===== src/rtl/core/scfp_pkg.sv =====
// ----------------------------------------------------------------
// scfp_pkg
// Types and constants of the servo command frame parser
// ----------------------------------------------------------------
package scfp_pkg;

  localparam int NUM_FIELDS = 5;
  localparam int ANGLE_W    = 8;
  localparam int PULSE_W    = 12;
  localparam int CHAN_W     = 4;
  localparam int SERVO_W    = 3;
  localparam int FIELD_W    = 3;
  localparam int CFG_IDX_W  = 3;
  localparam int CFG_DATA_W = 40;

  localparam logic [FIELD_W-1:0] LAST_FIELD = FIELD_W'(NUM_FIELDS - 1);

  // register indexes on the configuration port
  localparam logic [CFG_IDX_W-1:0] REG_MIN_ANGLES = 3'd0;
  localparam logic [CFG_IDX_W-1:0] REG_MAX_ANGLES = 3'd1;
  localparam logic [CFG_IDX_W-1:0] REG_INVERT     = 3'd2;
  localparam logic [CFG_IDX_W-1:0] REG_CHAN_MAP   = 3'd3;
  localparam logic [CFG_IDX_W-1:0] REG_PULSE_MIN  = 3'd4;
  localparam logic [CFG_IDX_W-1:0] REG_PULSE_MAX  = 3'd5;

  // register reset values
  localparam logic [39:0] RST_MIN_ANGLES = 40'd171800666880;
  localparam logic [39:0] RST_MAX_ANGLES = 40'd582851326900;
  localparam logic [4:0]  RST_INVERT     = 5'd12;
  localparam logic [19:0] RST_CHAN_MAP   = 20'd1034304;
  localparam logic [11:0] RST_PULSE_MIN  = 12'd184;
  localparam logic [11:0] RST_PULSE_MAX  = 12'd430;

  // field parse phases
  localparam logic [1:0] PH_START  = 2'd0;
  localparam logic [1:0] PH_DIGITS = 2'd1;
  localparam logic [1:0] PH_COMMA  = 2'd2;
  localparam logic [1:0] PH_DONE   = 2'd3;

  // characters
  localparam logic [7:0] CH_NUL   = 8'd0;
  localparam logic [7:0] CH_TAB   = 8'd9;
  localparam logic [7:0] CH_CR    = 8'd13;
  localparam logic [7:0] CH_SPACE = 8'd32;
  localparam logic [7:0] CH_PLUS  = 8'd43;
  localparam logic [7:0] CH_COMMA = 8'd44;
  localparam logic [7:0] CH_MINUS = 8'd45;
  localparam logic [7:0] CH_ZERO  = 8'd48;
  localparam logic [7:0] CH_NINE  = 8'd57;
  localparam logic [7:0] CH_LT    = 8'd60;
  localparam logic [7:0] CH_GT    = 8'd62;

  // x / 180 is done as (x >> 2) / 45 by reciprocal multiply, exact below 2^20
  localparam int FULL_SCALE_DEG = 180;
  localparam int RECIP_DIV      = FULL_SCALE_DEG / 4;
  localparam int RECIP_SHIFT    = 24;
  localparam int RECIP_W        = 19;
  localparam logic [RECIP_W-1:0] RECIP_MULT =
    RECIP_W'(((1 << RECIP_SHIFT) + RECIP_DIV - 1) / RECIP_DIV);
  localparam int QUOT_W = 13;

  typedef logic [ANGLE_W-1:0] angle_t;

  typedef struct packed {
    logic [39:0]        min_angles;
    logic [39:0]        max_angles;
    logic [4:0]         invert;
    logic [19:0]        chan_map;
    logic [PULSE_W-1:0] pulse_min;
    logic [PULSE_W-1:0] pulse_max;
  } cfg_t;

  // end of frame, parser to emitter
  typedef struct packed {
    logic                        valid;
    logic                        err;
    angle_t [NUM_FIELDS-1:0]     angles;
  } frame_evt_t;

  // one result launched into the pulse pipeline
  typedef struct packed {
    logic               valid;
    logic               err;
    logic [SERVO_W-1:0] servo;
    angle_t             angle;
    logic               last;
  } launch_t;

endpackage


===== src/rtl/core/scfp_regs.sv =====
// ----------------------------------------------------------------
// scfp_regs
// Configuration registers of the frame parser
// ----------------------------------------------------------------
module scfp_regs (
  input  logic                             clk,
  input  logic                             rst,
  input  logic                             cfg_valid,
  input  logic [scfp_pkg::CFG_IDX_W-1:0]   cfg_index,
  input  logic [scfp_pkg::CFG_DATA_W-1:0]  cfg_data,
  output scfp_pkg::cfg_t                   cfg
);

  always_ff @(posedge clk) begin
    if (rst) begin
      cfg.min_angles <= scfp_pkg::RST_MIN_ANGLES;
      cfg.max_angles <= scfp_pkg::RST_MAX_ANGLES;
      cfg.invert     <= scfp_pkg::RST_INVERT;
      cfg.chan_map   <= scfp_pkg::RST_CHAN_MAP;
      cfg.pulse_min  <= scfp_pkg::RST_PULSE_MIN;
      cfg.pulse_max  <= scfp_pkg::RST_PULSE_MAX;
    end else if (cfg_valid) begin
      unique case (cfg_index)
        scfp_pkg::REG_MIN_ANGLES: cfg.min_angles <= cfg_data;
        scfp_pkg::REG_MAX_ANGLES: cfg.max_angles <= cfg_data;
        scfp_pkg::REG_INVERT:     cfg.invert     <= cfg_data[4:0];
        scfp_pkg::REG_CHAN_MAP:   cfg.chan_map   <= cfg_data[19:0];
        scfp_pkg::REG_PULSE_MIN:  cfg.pulse_min  <= cfg_data[scfp_pkg::PULSE_W-1:0];
        scfp_pkg::REG_PULSE_MAX:  cfg.pulse_max  <= cfg_data[scfp_pkg::PULSE_W-1:0];
        default: begin
        end
      endcase
    end
  end

endmodule


===== src/rtl/core/scfp_parser.sv =====
// ----------------------------------------------------------------
// scfp_parser
// Byte input register and frame parse state, one byte per cycle unless a '>' waits for the emitter
// ----------------------------------------------------------------
module scfp_parser #(
  parameter int FRAME_LIMIT = 40
) (
  input  logic                       clk,
  input  logic                       rst,
  input  logic                       in_valid,
  output logic                       in_ready,
  input  logic [7:0]                 rx_byte,
  input  logic                       emit_busy,
  output scfp_pkg::frame_evt_t       evt
);

  localparam int CNT_W = $clog2(FRAME_LIMIT + 1);

  logic                           byte_full;
  logic [7:0]                     byte_q;
  logic                           consume;

  logic                           in_frame, in_frame_next;
  logic [CNT_W-1:0]               char_count, char_count_next;
  logic [scfp_pkg::FIELD_W-1:0]   field_number, field_number_next;
  logic [1:0]                     field_chars, field_chars_next;
  scfp_pkg::angle_t               field_value, field_value_next;
  logic                           field_negative, field_negative_next;
  logic                           field_has_digit, field_has_digit_next;
  logic [1:0]                     parse_phase, parse_phase_next;
  logic                           parse_failed, parse_failed_next;

  scfp_pkg::angle_t               angle_store [scfp_pkg::NUM_FIELDS];

  logic                           is_ws, is_digit, at_last_field;
  scfp_pkg::angle_t               digit_acc;
  logic                           fin, sep;
  scfp_pkg::angle_t               fin_val;
  logic                           store_we;
  scfp_pkg::angle_t               store_val;
  logic                           evt_valid, evt_err;

  // a '>' inside a frame needs the emitter free
  assign consume  = byte_full &&
                    !(byte_q == scfp_pkg::CH_GT && in_frame && emit_busy);
  assign in_ready = !byte_full || consume;

  always_ff @(posedge clk) begin
    if (rst) begin
      byte_full <= 1'b0;
    end else if (in_ready) begin
      byte_full <= in_valid;
    end
  end

  always_ff @(posedge clk) begin
    if (in_ready && in_valid) begin
      byte_q <= rx_byte;
    end
  end

  assign is_ws = (byte_q == scfp_pkg::CH_SPACE) ||
                 (byte_q >= scfp_pkg::CH_TAB && byte_q <= scfp_pkg::CH_CR);
  assign is_digit = (byte_q >= scfp_pkg::CH_ZERO) && (byte_q <= scfp_pkg::CH_NINE);
  assign at_last_field = (field_number >= scfp_pkg::LAST_FIELD);
  // value * 10 + digit, modulo 256
  assign digit_acc = {field_value[4:0], 3'b000} + {field_value[6:0], 1'b0} +
                     {4'b0000, byte_q[3:0]};

  always_comb begin
    in_frame_next        = in_frame;
    char_count_next      = char_count;
    field_number_next    = field_number;
    field_chars_next     = field_chars;
    field_value_next     = field_value;
    field_negative_next  = field_negative;
    field_has_digit_next = field_has_digit;
    parse_phase_next     = parse_phase;
    parse_failed_next    = parse_failed;
    fin                  = 1'b0;
    sep                  = 1'b0;
    fin_val              = field_value;
    store_we             = 1'b0;
    store_val            = field_value;
    evt_valid            = 1'b0;
    evt_err              = 1'b0;
    if (consume) begin
      if (byte_q == scfp_pkg::CH_LT) begin
        in_frame_next        = 1'b1;
        char_count_next      = CNT_W'(1);
        field_number_next    = '0;
        field_chars_next     = '0;
        field_value_next     = '0;
        field_negative_next  = 1'b0;
        field_has_digit_next = 1'b0;
        parse_phase_next     = scfp_pkg::PH_START;
        parse_failed_next    = 1'b0;
      end else if (in_frame) begin
        char_count_next = char_count + 1'b1;
        if (!parse_failed && parse_phase != scfp_pkg::PH_DONE) begin
          if (byte_q == scfp_pkg::CH_NUL) begin
            // end of text: only a last field with digits may complete
            if (parse_phase == scfp_pkg::PH_DIGITS && field_has_digit && at_last_field) begin
              fin = 1'b1;
            end else begin
              parse_failed_next = 1'b1;
            end
          end else begin
            case (parse_phase)
              scfp_pkg::PH_START: begin
                if (!is_ws) begin
                  field_value_next    = '0;
                  field_chars_next    = 2'd1;
                  field_negative_next = (byte_q == scfp_pkg::CH_MINUS);
                  if (byte_q == scfp_pkg::CH_PLUS || byte_q == scfp_pkg::CH_MINUS) begin
                    field_has_digit_next = 1'b0;
                    parse_phase_next     = scfp_pkg::PH_DIGITS;
                  end else if (is_digit) begin
                    field_has_digit_next = 1'b1;
                    field_value_next     = {4'b0000, byte_q[3:0]};
                    parse_phase_next     = scfp_pkg::PH_DIGITS;
                  end else begin
                    parse_failed_next = 1'b1;
                  end
                end
              end
              scfp_pkg::PH_DIGITS: begin
                if (is_digit) begin
                  field_value_next     = digit_acc;
                  field_has_digit_next = 1'b1;
                  field_chars_next     = field_chars + 1'b1;
                  // three characters taken, field is full
                  if (field_chars == 2'd2) begin
                    fin     = 1'b1;
                    fin_val = digit_acc;
                  end
                end else if (!field_has_digit) begin
                  parse_failed_next = 1'b1;
                end else begin
                  fin = 1'b1;
                  sep = !at_last_field;
                end
              end
              scfp_pkg::PH_COMMA: begin
                sep = 1'b1;
              end
              default: begin
              end
            endcase
          end
        end
        if (fin) begin
          store_we         = 1'b1;
          store_val        = field_negative ? scfp_pkg::ANGLE_W'(~fin_val + 8'd1) : fin_val;
          parse_phase_next = at_last_field ? scfp_pkg::PH_DONE : scfp_pkg::PH_COMMA;
        end
        if (sep) begin
          if (byte_q == scfp_pkg::CH_COMMA) begin
            field_number_next = field_number + 1'b1;
            parse_phase_next  = scfp_pkg::PH_START;
          end else begin
            parse_failed_next = 1'b1;
          end
        end
        if (byte_q == scfp_pkg::CH_GT) begin
          in_frame_next = 1'b0;
          evt_valid     = 1'b1;
          evt_err       = !(parse_phase_next == scfp_pkg::PH_DONE && !parse_failed_next);
        end else if (char_count_next >= CNT_W'(FRAME_LIMIT)) begin
          // overlong frame dropped without a result
          in_frame_next = 1'b0;
        end
      end
    end
  end

  always_ff @(posedge clk) begin
    if (rst) begin
      in_frame        <= 1'b0;
      char_count      <= '0;
      field_number    <= '0;
      field_chars     <= '0;
      field_value     <= '0;
      field_negative  <= 1'b0;
      field_has_digit <= 1'b0;
      parse_phase     <= scfp_pkg::PH_START;
      parse_failed    <= 1'b0;
    end else begin
      in_frame        <= in_frame_next;
      char_count      <= char_count_next;
      field_number    <= field_number_next;
      field_chars     <= field_chars_next;
      field_value     <= field_value_next;
      field_negative  <= field_negative_next;
      field_has_digit <= field_has_digit_next;
      parse_phase     <= parse_phase_next;
      parse_failed    <= parse_failed_next;
    end
  end

  always_ff @(posedge clk) begin
    if (store_we) begin
      angle_store[field_number] <= store_val;
    end
  end

  // angles as they stand after this byte, last field included
  always_comb begin
    evt.valid = evt_valid;
    evt.err   = evt_err;
    for (int k = 0; k < scfp_pkg::NUM_FIELDS; k++) begin
      evt.angles[k] = (store_we && field_number == scfp_pkg::FIELD_W'(k)) ?
                      store_val : angle_store[k];
    end
  end

endmodule


===== src/rtl/core/scfp_emitter.sv =====
// ----------------------------------------------------------------
// scfp_emitter
// Sends the results of one frame into the pulse pipeline, one a cycle while it advances
// ----------------------------------------------------------------
module scfp_emitter #(
  parameter int NUM_CHANNELS = 5
) (
  input  logic                  clk,
  input  logic                  rst,
  input  scfp_pkg::frame_evt_t  evt,
  input  logic                  adv,
  output logic                  busy,
  output scfp_pkg::launch_t     launch
);

  localparam logic [scfp_pkg::SERVO_W-1:0] LAST_SERVO =
    scfp_pkg::SERVO_W'(NUM_CHANNELS - 1);

  logic [scfp_pkg::SERVO_W-1:0] servo;
  logic                         is_err;
  scfp_pkg::angle_t             snap [NUM_CHANNELS];

  assign launch.valid = busy;
  assign launch.err   = is_err;
  assign launch.servo = servo;
  assign launch.angle = snap[0];
  assign launch.last  = is_err || (servo == LAST_SERVO);

  always_ff @(posedge clk) begin
    if (rst) begin
      busy   <= 1'b0;
      servo  <= '0;
      is_err <= 1'b0;
    end else if (evt.valid) begin
      busy   <= 1'b1;
      servo  <= '0;
      is_err <= evt.err;
    end else if (busy && adv) begin
      if (launch.last) begin
        busy <= 1'b0;
      end else begin
        servo <= servo + 1'b1;
      end
    end
  end

  // angle snapshot shifts down so the current servo sits in entry zero
  always_ff @(posedge clk) begin
    if (evt.valid) begin
      for (int k = 0; k < NUM_CHANNELS; k++) begin
        snap[k] <= evt.angles[k];
      end
    end else if (busy && adv) begin
      for (int k = 0; k < NUM_CHANNELS - 1; k++) begin
        snap[k] <= snap[k+1];
      end
    end
  end

endmodule


===== src/rtl/core/scfp_pulse_pipe.sv =====
// ----------------------------------------------------------------
// scfp_pulse_pipe
// Clamp, mirror and angle to pulse mapping, four stages to the output
// ----------------------------------------------------------------
module scfp_pulse_pipe (
  input  logic                              clk,
  input  logic                              rst,
  input  scfp_pkg::cfg_t                    cfg,
  input  scfp_pkg::launch_t                 launch,
  output logic                              adv,
  output logic                              out_valid,
  input  logic                              out_ready,
  output logic                              status,
  output logic [scfp_pkg::CHAN_W-1:0]       channel,
  output logic [scfp_pkg::PULSE_W-1:0]      pulse_width,
  output logic                              last
);

  // stage a: clamped and mirrored angle
  logic                            a_valid, a_err, a_last;
  logic [scfp_pkg::CHAN_W-1:0]     a_chan;
  scfp_pkg::angle_t                a_deg;
  // stage b: signed product
  logic                            b_valid, b_err, b_last;
  logic [scfp_pkg::CHAN_W-1:0]     b_chan;
  logic signed [21:0]              b_prod;
  // stage c: quotient magnitude
  logic                            c_valid, c_err, c_last, c_neg;
  logic [scfp_pkg::CHAN_W-1:0]     c_chan;
  logic [scfp_pkg::QUOT_W-1:0]     c_quot;

  scfp_pkg::angle_t                lo, hi, clamped, mirrored;
  logic signed [12:0]              span;
  logic signed [21:0]              prod_c;
  logic [19:0]                     mag_c;
  logic [36:0]                     recip_c;
  logic signed [14:0]              quot_s, sum_c;
  logic [scfp_pkg::PULSE_W-1:0]    sat_c;

  assign adv = !out_valid || out_ready;

  assign lo = cfg.min_angles[{launch.servo, 3'b000} +: scfp_pkg::ANGLE_W];
  assign hi = cfg.max_angles[{launch.servo, 3'b000} +: scfp_pkg::ANGLE_W];

  always_comb begin
    if (launch.angle < lo) begin
      clamped = lo;
    end else if (launch.angle > hi) begin
      clamped = hi;
    end else begin
      clamped = launch.angle;
    end
    mirrored = lo + hi - clamped;
  end

  always_ff @(posedge clk) begin
    if (adv) begin
      a_err  <= launch.err;
      a_last <= launch.last;
      a_chan <= launch.err ? '0 : cfg.chan_map[{launch.servo, 2'b00} +: scfp_pkg::CHAN_W];
      a_deg  <= cfg.invert[launch.servo] ? mirrored : clamped;
    end
  end

  assign span   = $signed({1'b0, cfg.pulse_max}) - $signed({1'b0, cfg.pulse_min});
  assign prod_c = $signed({1'b0, a_deg}) * span;

  always_ff @(posedge clk) begin
    if (adv) begin
      b_err  <= a_err;
      b_last <= a_last;
      b_chan <= a_chan;
      b_prod <= prod_c;
    end
  end

  // truncation toward zero: divide the magnitude, sign goes back later
  assign mag_c   = b_prod[21] ? 20'(-b_prod) : b_prod[19:0];
  assign recip_c = mag_c[19:2] * scfp_pkg::RECIP_MULT;

  always_ff @(posedge clk) begin
    if (adv) begin
      c_err  <= b_err;
      c_last <= b_last;
      c_chan <= b_chan;
      c_neg  <= b_prod[21];
      c_quot <= recip_c[scfp_pkg::RECIP_SHIFT +: scfp_pkg::QUOT_W];
    end
  end

  assign quot_s = $signed({2'b00, c_quot});
  assign sum_c  = $signed({3'b000, cfg.pulse_min}) + (c_neg ? -quot_s : quot_s);

  always_comb begin
    if (sum_c < 15'sd0) begin
      sat_c = '0;
    end else if (sum_c > 15'sd4095) begin
      sat_c = '1;
    end else begin
      sat_c = sum_c[scfp_pkg::PULSE_W-1:0];
    end
  end

  always_ff @(posedge clk) begin
    if (rst) begin
      a_valid   <= 1'b0;
      b_valid   <= 1'b0;
      c_valid   <= 1'b0;
      out_valid <= 1'b0;
    end else if (adv) begin
      a_valid   <= launch.valid;
      b_valid   <= a_valid;
      c_valid   <= b_valid;
      out_valid <= c_valid;
    end
  end

  always_ff @(posedge clk) begin
    if (adv) begin
      status      <= c_err;
      channel     <= c_chan;
      pulse_width <= c_err ? '0 : sat_c;
      last        <= c_last;
    end
  end

endmodule


===== src/rtl/core/servo_command_frame_parser_unit.sv =====
// ----------------------------------------------------------------
// servo_command_frame_parser_unit
// Parses <a,b,c,d,e> command frames and gives one pulse width per
// servo, or one error result for a bad frame
// ----------------------------------------------------------------
//  channel  signals                                       direction
//  in       in_valid in_ready rx_byte                     byte in
//  out      out_valid out_ready status channel             result out
//           pulse_width last
//  cfg      cfg_valid cfg_ready cfg_index cfg_data        register write
//
// one byte is taken per cycle unless a '>' waits in the input register
// until the emitter is free; a good frame gives NUM_CHANNELS results on
// consecutive cycles from the emitter while the pipeline advances; the
// output register stalls the whole pulse pipeline, up to four results
// sit in flight; reset is synchronous, clears parse state and restores
// the register defaults, angle storage needs no clearing
// ----------------------------------------------------------------
module servo_command_frame_parser_unit #(
  parameter int NUM_CHANNELS = 5,
  parameter int FRAME_LIMIT  = 40
) (
  input  logic                             clk,
  input  logic                             rst,
  input  logic                             in_valid,
  output logic                             in_ready,
  input  logic [7:0]                       rx_byte,
  output logic                             out_valid,
  input  logic                             out_ready,
  output logic                             status,
  output logic [scfp_pkg::CHAN_W-1:0]      channel,
  output logic [scfp_pkg::PULSE_W-1:0]     pulse_width,
  output logic                             last,
  input  logic                             cfg_valid,
  output logic                             cfg_ready,
  input  logic [scfp_pkg::CFG_IDX_W-1:0]   cfg_index,
  input  logic [scfp_pkg::CFG_DATA_W-1:0]  cfg_data
);

  scfp_pkg::cfg_t        cfg;
  scfp_pkg::frame_evt_t  evt;
  scfp_pkg::launch_t     launch;
  logic                  emit_busy;
  logic                  adv;

  assign cfg_ready = 1'b1;

  scfp_regs u_regs (
    .clk       (clk),
    .rst       (rst),
    .cfg_valid (cfg_valid),
    .cfg_index (cfg_index),
    .cfg_data  (cfg_data),
    .cfg       (cfg)
  );

  scfp_parser #(
    .FRAME_LIMIT (FRAME_LIMIT)
  ) u_parser (
    .clk       (clk),
    .rst       (rst),
    .in_valid  (in_valid),
    .in_ready  (in_ready),
    .rx_byte   (rx_byte),
    .emit_busy (emit_busy),
    .evt       (evt)
  );

  scfp_emitter #(
    .NUM_CHANNELS (NUM_CHANNELS)
  ) u_emitter (
    .clk    (clk),
    .rst    (rst),
    .evt    (evt),
    .adv    (adv),
    .busy   (emit_busy),
    .launch (launch)
  );

  scfp_pulse_pipe u_pulse (
    .clk         (clk),
    .rst         (rst),
    .cfg         (cfg),
    .launch      (launch),
    .adv         (adv),
    .out_valid   (out_valid),
    .out_ready   (out_ready),
    .status      (status),
    .channel     (channel),
    .pulse_width (pulse_width),
    .last        (last)
  );

endmodule


===== config.mk =====
export PLATFORM = sky130hd
export DESIGN_NAME = servo_command_frame_parser_unit
export DESIGN_NICKNAME = d
export VERILOG_FILES = /design/src/rtl/core/scfp_pkg.sv /design/src/rtl/core/scfp_regs.sv /design/src/rtl/core/scfp_parser.sv /design/src/rtl/core/scfp_emitter.sv /design/src/rtl/core/scfp_pulse_pipe.sv /design/src/rtl/core/servo_command_frame_parser_unit.sv
export SDC_FILE = /design/constraint.sdc
export NUM_CORES = 1
export LEC_CHECK = 0
export BUFFER_PORTS_ARGS = -buffer_cell sky130_fd_sc_hd__buf_2
export CAP_MARGIN = 20
export CORE_MARGIN = 1
export CORE_UTILIZATION = 30
export CTS_CLUSTER_DIAMETER = 30
export DETAILED_ROUTE_END_ITERATION = 12
export GPL_TIMING_DRIVEN = 0
export PLACE_DENSITY = 0.5
export SETUP_SLACK_MARGIN = 0.4
export SKIP_LAST_GASP = 1
export SYNTH_ARGS = -nofsm -noshare
export SYNTH_HDL_FRONTEND = slang
export SYNTH_HIERARCHICAL = 1
export SYNTH_SLANG_ARGS = --single-unit

===== constraint.sdc =====
create_clock -name clk -period 9.15 [get_ports clk]
set_clock_uncertainty 0.15 [all_clocks]
set_input_delay 0.915 -clock clk [delete_from_list [all_inputs] [get_ports clk]]
set_output_delay 0.915 -clock clk [all_outputs]
set_load 0.05 [all_outputs]

==> summary.log, run 1 <==
[clock_tree] number of buffers inserted during clock tree synthesis 75
[layout] number of diodes 0
[yosys] cell types occupying the most area after synthesis edfxtp_1 19%, fa_1 14%, dfxtp_1 12%, ha_1 12%, mux2i_1 6.9%
[layout] share of layout cells above drive strength 1 11.41%
[timing] maximum frequency from static timing analysis 121.3 MHz
[layout] area added between synthesis and finish 17.17%
[routing] DR vias/cell 4.657
[global_routing] vias in the first global route 19730
[yosys] syn nets 3156
[yosys] number of enable flip-flop cells after synthesis 167
[setup_path] type of element capturing the critical path register
[layout] highest-count cells in the layout ignoring fill and taps 361 x inv_1, 249 x ha_1, 191 x nor2_1
[worst_hold_path] Hold Crit Class register to register
[die] total number of placement rows 108
[clock_tree] clock transition time at the flip-flop clock pins of the worst setup and hold paths 0.05 ns
[yosys] share of flip-flops with an asynchronous set or reset 0%
[setup_path] CP Max Fanout 6
[yosys] post-synthesis sequential area ratio 31.14%
[clock_tree] buffer count from post-CTS setup fixing 0
[timing] sum of negative setup slack 0 ns
[yosys] synthesis-stage register bit count 331
[die] placeable core region 87430 µm²
[yosys] adder-cell share of the synthesized area 25.77%
[timing] setup violation total in the final timing report 0
[yosys] post-synthesis cell type with the largest combined area edfxtp_1
[timing] final hold slack 0.2649 ns
[placement] Setup WS pre-CTS 0.08644 ns
[routing] DR vias 18800
[clock_tree] number of buffers added to fix hold violations after cts 0
[placement] port buffer count 73
[routing] Routed Wire Length 65930 µm
[layout] number of nets in the finished design 3312
[global_routing] Congestion Overflow GR 0
[routing] DRT Pass-1 Iters 5
[yosys] gate count of the mapped netlist 2664
[global_routing] antenna violations before repair 0
[setup_path] critical path required time 9.35 ns
[placement] weighted congestion reported at the end of routability-driven placement 0.8339
[outcome] run status finished, final reports clean
[yosys] main combinational cell family by area after synthesis adder cells
[timing] pin slew with the least headroom to its limit 0.9934 ns
[global_routing] pin count of the biggest net entering global routing 56
[clock_tree] clock root buffer clkbuf_16
[yosys] Synthesis Warnings 6
[yosys] area of the mapped netlist 26650 µm²
[global_routing] All-Layer GR Usage 15.20%
[yosys] average footprint of a synthesized cell 10.00 µm²
[timing] PnR worst setup slack 0.9088 ns
[die] x dimension of the die 300.1 µm
[placement] detailed-placement wirelength estimate 51210 µm
[yosys] share of the synthesized netlist area taken by xor and xnor gates 3.507%
[die] number of placed I/O pins 77
[timing] Rel. slew slack 33.30%
[clock_tree] clock sink total 331
[die] effective utilization at floorplan 30.48%
[timing] portion of the clock cycle consumed by the worst path in the final layout 90.07%
[layout] most common cell after layout, fill and taps aside inv_1
[yosys] post-synth top area share 18.82%
[yosys] most used flip-flop cell after synthesis edfxtp_1
[routing] DRC 0
[timing] RSZ-0062 raised after global routing false
[clock_tree] CTS HTree Levels 3
[timing] pins over their slew limit 0
[yosys] simple-gate share of the synthesized area 14.05%
[global_routing] wire length of the first global-routing pass 108100 µm
[setup_path] startpoint types register
[routing] post-route ant nets 0
[yosys] complex-gate fraction of the synthesized area 8.606%
[timing] Final Hold Violating Endpoints 0
[setup_path] crit path kind register to register
[clock_tree] clock latency on the worst-skew pair 0.62 ns
[routing] average wire length per cell after detail routing 16.33 µm
[routing] Iter 0 DRT Violations 1021
[timing] minimum clock period after layout 8.241 ns
[setup_path] crit path DAT 8.44 ns
[clock_tree] worst-case clock buffer depth 3
[die] Total Die Area 90030 µm²
[clock_tree] clock tree from TritonCTS yes
[job] number of max-cap violations 0
[die] floorplan die height 300.1 µm
[yosys] post-synthesis mux area share 9.615%
[yosys] distinct cell type count of the synthesized netlist 93
## critical path, stage by stage (launching register included)
cell and delay, ns:
edfxtp_1 0.46, or4_4 0.57, or4_4 0.47, or4_4 0.51, or3_4 0.35, o31ai_1 0.25
xnor2_1 0.46, ha_1 0.44, fa_1 0.53, fa_1 0.55, inv_1 0.05, fa_1 0.53
inv_1 0.04, ha_1 0.29, ha_1 0.30, ha_1 0.37, a21o_1 0.20, a21o_1 0.17
a21o_1 0.19, nor3_1 0.21, a211oi_1 0.16, o21a_1 0.23, o21ai_1 0.22, a21oi_1 0.11
xnor2_1 0.15
## through the flow
step / instances / instance area (µm²) / util, %
floorplan: 2664 / 26650 / -
global placement: 3892 / 28460 / 32.55
detailed placement: 3897 / 28560 / 32.66
CTS: 4037 / 31190 / 35.68
global route: 4038 / 31230 / 35.72
finish: 4038 / 31230 / 35.72
## worst paths after layout
kind	from	to	slack (ns)	cells past startpoint
worst max register to register	u_pulse/b_prod[2]$_DFFE_PP_	u_pulse/c_quot[12]$_DFFE_PP_	0.91	24
worst min register to register	u_pulse/a_chan[2]$_SDFFCE_PP0P_	u_pulse/b_chan[2]$_DFFE_PP_	0.26	0
worst max-delay path	u_pulse/b_prod[2]$_DFFE_PP_	u_pulse/c_quot[12]$_DFFE_PP_	0.91	24
worst min-delay path	u_pulse/a_chan[2]$_SDFFCE_PP0P_	u_pulse/b_chan[2]$_DFFE_PP_	0.26	0
## kinds of logic (layout without fill, tap and decap cells)
family	Yosys count	count (layout)
buf+inv	473	692
fa+ha+maj	437	437
compound gates	356	356
mux	244	244
xor+xnor	105	105
flops	331	331
other cells	1	1
simple gates	717	717
## sequential cells by signal, summed over array words and instances (netlist names), 6 cells and up
register	count
u_regs/cfg	129
u_pulse/pulse_width	12
u_parser/char_count	6
u_emitter/snap	40
u_pulse/c_quot	13
u_parser/byte_q	8
u_parser/angle_store	40
u_parser/field_value	8
u_pulse/b_prod	21
u_pulse/a_deg	8
## Yosys cell counts, drive strengths merged (11+ instances only)
| library cell | number |
|---|---|
| nor2 | 191 |
| o31ai | 13 |
| mux2i | 184 |
| nand3 | 21 |
| mux2 | 56 |
| a211o | 11 |
| xnor2 | 80 |
| o21ai | 91 |
| nand2 | 153 |
| nor3 | 27 |
| buf | 49 |
| xor2 | 25 |
| nand2b | 149 |
| ha | 249 |
| o21a | 23 |
| o41ai | 13 |
| clkbuf | 62 |
| fa | 187 |
| dfxtp | 164 |
| a21o | 15 |
| or3 | 21 |
| edfxtp | 167 |
| nor2b | 32 |
| o211ai | 12 |
| a21oi | 96 |
| inv | 362 |
| and2 | 55 |
## layout make-up
type,count,area (µm²)
clock inverter,49,624.3
multi-input combinational,1860,16480
timing repair buffer,79,427.9
buffer,111,589.3
clock buffer,91,2007
tap,1155,1445
fill,8830,56200
sequential,331,8298
inverter,362,1359
## per-layer routing
metal | vias to the layer above | part of all wire, % | track usage, %
li1 | 9324 | - | -
met1 | 9129 | 49 | 20.83
met2 | 268 | 46 | 24.84
met3 | 83 | 3.8 | 2.753
met4 | 0 | 1.6 | 3.280
met5 | - | 0 | 0
## what timing repair did
action                                  in CTS  in global routing
pin swaps                                    0                  0
resized for setup                            2                  5
endpoints found under the setup margin       6                  6
Power of run 1 is not shown: default switching activity piles up to over one toggle a cycle in this logic, so the estimate is an artifact.
==> run 2, diff against run 1 <==
- REMOVE_ABC_BUFFERS: not set -> 1
==> run 2 against run 1 <==
Via count shrank 2.9%. Final cell count decreased by 2.7%. Critical path depth stayed put. Register-to-register slack is essentially flat. Final area fell by 1.6%. Die area is the same. Sequential share of layout area grew 0.45 points. Global-route usage fell by 1.3 points. Worst setup slack gained 0.0038 ns. Hold slack gained 0.0015 ns. Routed wire length decreased by 7.5%. First-iteration DRC count is 18% lower.
==> summary.log, run 2 (synthesized netlist as in run 1, its figures left out) <==
[outcome] run status finished, final reports clean
[setup_path] type of element capturing the critical path register
[die] floorplan die height 300.1 µm
[clock_tree] number of buffers added to fix hold violations after cts 0
[routing] DRC 0
[die] total number of placement rows 108
[clock_tree] clock sink total 331
[layout] fill cell count 8924
[timing] pin slew with the least headroom to its limit 1.103 ns
[setup_path] crit path kind register to register
[layout] Top reg by flops u_regs/cfg
[routing] DRT Pass-1 Iters 5
[die] Total Die Area 90030 µm²
[layout] area added between synthesis and finish 15.26%
[layout] flip-flop count of the largest register after layout 129
[global_routing] vias in the first global route 18690
[clock_tree] worst-case clock buffer depth 3
[die] effective utilization at floorplan 30.48%
[timing] portion of the clock cycle consumed by the worst path in the final layout 90.03%
[timing] pins over their slew limit 0
[setup_path] critical path required time 9.32 ns
[global_routing] All-Layer GR Usage 13.89%
[clock_tree] clock latency on the worst-skew pair 0.59 ns
[layout] leading registers by flop count u_regs/cfg (129), u_emitter/snap (40), u_parser/angle_store (40)
[timing] setup violation total in the final timing report 0
[routing] post-route ant nets 0
[setup_path] cell with the largest stage delay on the worst path or4_4
[setup_path] number of buffers and inverters on the critical path 2
[routing] Routed Wire Length 60990 µm
[timing] minimum clock period after layout 8.237 ns
[job] number of max-cap violations 0
[setup_path] Critical Path Most Common Cell ha_1
[timing] Final Hold Violating Endpoints 0
[placement] detailed-placement wirelength estimate 46150 µm
[layout] highest-count cells in the layout ignoring fill and taps 361 x inv_1, 249 x ha_1, 191 x nor2_1
[timing] final hold slack 0.2664 ns
[setup_path] startpoint types register
[timing] RSZ-0062 raised after global routing false
[clock_tree] clock tree from TritonCTS yes
[routing] average wire length per cell after detail routing 15.53 µm
[die] x dimension of the die 300.1 µm
[layout] number of nets in the finished design 3208
[layout] number of diodes 0
[clock_tree] clock transition time at the flip-flop clock pins of the worst setup and hold paths 0.05 ns
[timing] maximum frequency from static timing analysis 121.4 MHz
[routing] DR vias 18260
[layout] most common cell after layout, fill and taps aside inv_1
[clock_tree] CTS HTree Levels 3
[global_routing] Congestion Overflow GR 0
[placement] port buffer count 75
[die] number of placed I/O pins 77
[worst_hold_path] Hold Crit Class register to register
[routing] DR vias/cell 4.648
[routing] Iter 0 DRT Violations 835
[placement] weighted congestion reported at the end of routability-driven placement 0.8228
[timing] Rel. slew slack 26.44%
[global_routing] antenna violations before repair 0
[setup_path] delay of the slowest cell on the worst path 0.56 ns
[clock_tree] clock root buffer clkbuf_16
[setup_path] cell type group with the largest total delay on the critical path adder cells
[layout] share of layout cells above drive strength 1 10.13%
[global_routing] wire length of the first global-routing pass 100200 µm
[setup_path] critical-path cell list or4_4 > or4_4 > or4_4 > or3_4 > o31ai_1 > xnor2_1 > ha_1 > fa_1 > fa_1 > inv_1 > fa_1 > inv_1 > ha_1 > ha_1 > ha_1 > a21o_1 > a21o_1 > a21o_1 > nor3_1 > a211oi_1 > o21a_1 > o21ai_0 > a21oi_1 > xnor2_1
[setup_path] crit path DAT 8.40 ns
[global_routing] pin count of the biggest net entering global routing 188
[die] placeable core region 87430 µm²
[clock_tree] number of buffers inserted during clock tree synthesis 69
[setup_path] CP Max Fanout 6
run 2: path summary, 6_finish.rpt:
kind / from / endpoint / slack (ns) / cells past startpoint
setup / recovery: u_pulse/b_prod[2]$_DFFE_PP_ / u_pulse/c_quot[12]$_DFFE_PP_ / 0.91 / 24
hold / removal: u_pulse/b_err$_DFFE_PP_ / u_pulse/c_err$_DFFE_PP_ / 0.27 / 0
setup reg to reg: u_pulse/b_prod[2]$_DFFE_PP_ / u_pulse/c_quot[12]$_DFFE_PP_ / 0.91 / 24
hold reg to reg: u_pulse/b_err$_DFFE_PP_ / u_pulse/c_err$_DFFE_PP_ / 0.27 / 0
run 2: worst reg2reg max path, stage by stage, from the launching register on:
cell and delay, ns:
edfxtp_1 0.42, or4_4 0.56, or4_4 0.48, or4_4 0.51
or3_4 0.36, o31ai_1 0.24, xnor2_1 0.50, ha_1 0.45
fa_1 0.53, fa_1 0.54, inv_1 0.05, fa_1 0.52
inv_1 0.04, ha_1 0.28, ha_1 0.29, ha_1 0.37
a21o_1 0.20, a21o_1 0.17, a21o_1 0.18, nor3_1 0.20
a211oi_1 0.15, o21a_1 0.22, o21ai_0 0.27, a21oi_1 0.13
xnor2_1 0.15
run 2: layout make-up:
cell class                      instances  area [µm²]  share of cell area, %
Multi-Input combinational cell       1860       16490                  53.67
Clock buffer                           94        2018                  6.570
Tap cell                             1155        1445                  4.705
Sequential cell                       331        8300                  27.02
Inverter                              362        1359                  4.424
Clock inverter                         34       499.2                  1.625
Timing Repair Buffer                   92       609.3                  1.984
run 2: routing by layer:
metal / up-vias / wire (µm) / GRT usage [%]
met5: - / 0 / 0
met4: 0 / 976 / 3.511
met3: 70 / 1748 / 2.132
met2: 231 / 28080 / 22.63
met1: 8841 / 30190 / 19.14
li1: 9115 / - / -
run 2: stage by stage:
stage          area [µm²]  TNS (ns)  util, %  std cells  setup slack (ns)
2_1_floorplan       26070         0        -       2553             1.331
3_3_place_gp        27890   -0.3912    31.90       3783           -0.3912
3_5_place_dp        28180         0    32.23       3799            0.1871
4_1_cts             30700         0    35.11       3927            0.4165
5_1_grt             30720         0    35.13       3928            0.4052
6_report            30720         0    35.13       3928            0.9126
run 2: what timing repair did:
item / CTS / global route
setup endpoints to repair: 6 / 6
buffers inserted: 0 / 0
gates resized for setup: 1 / 2
Power of run 2 is left out for the same reason.
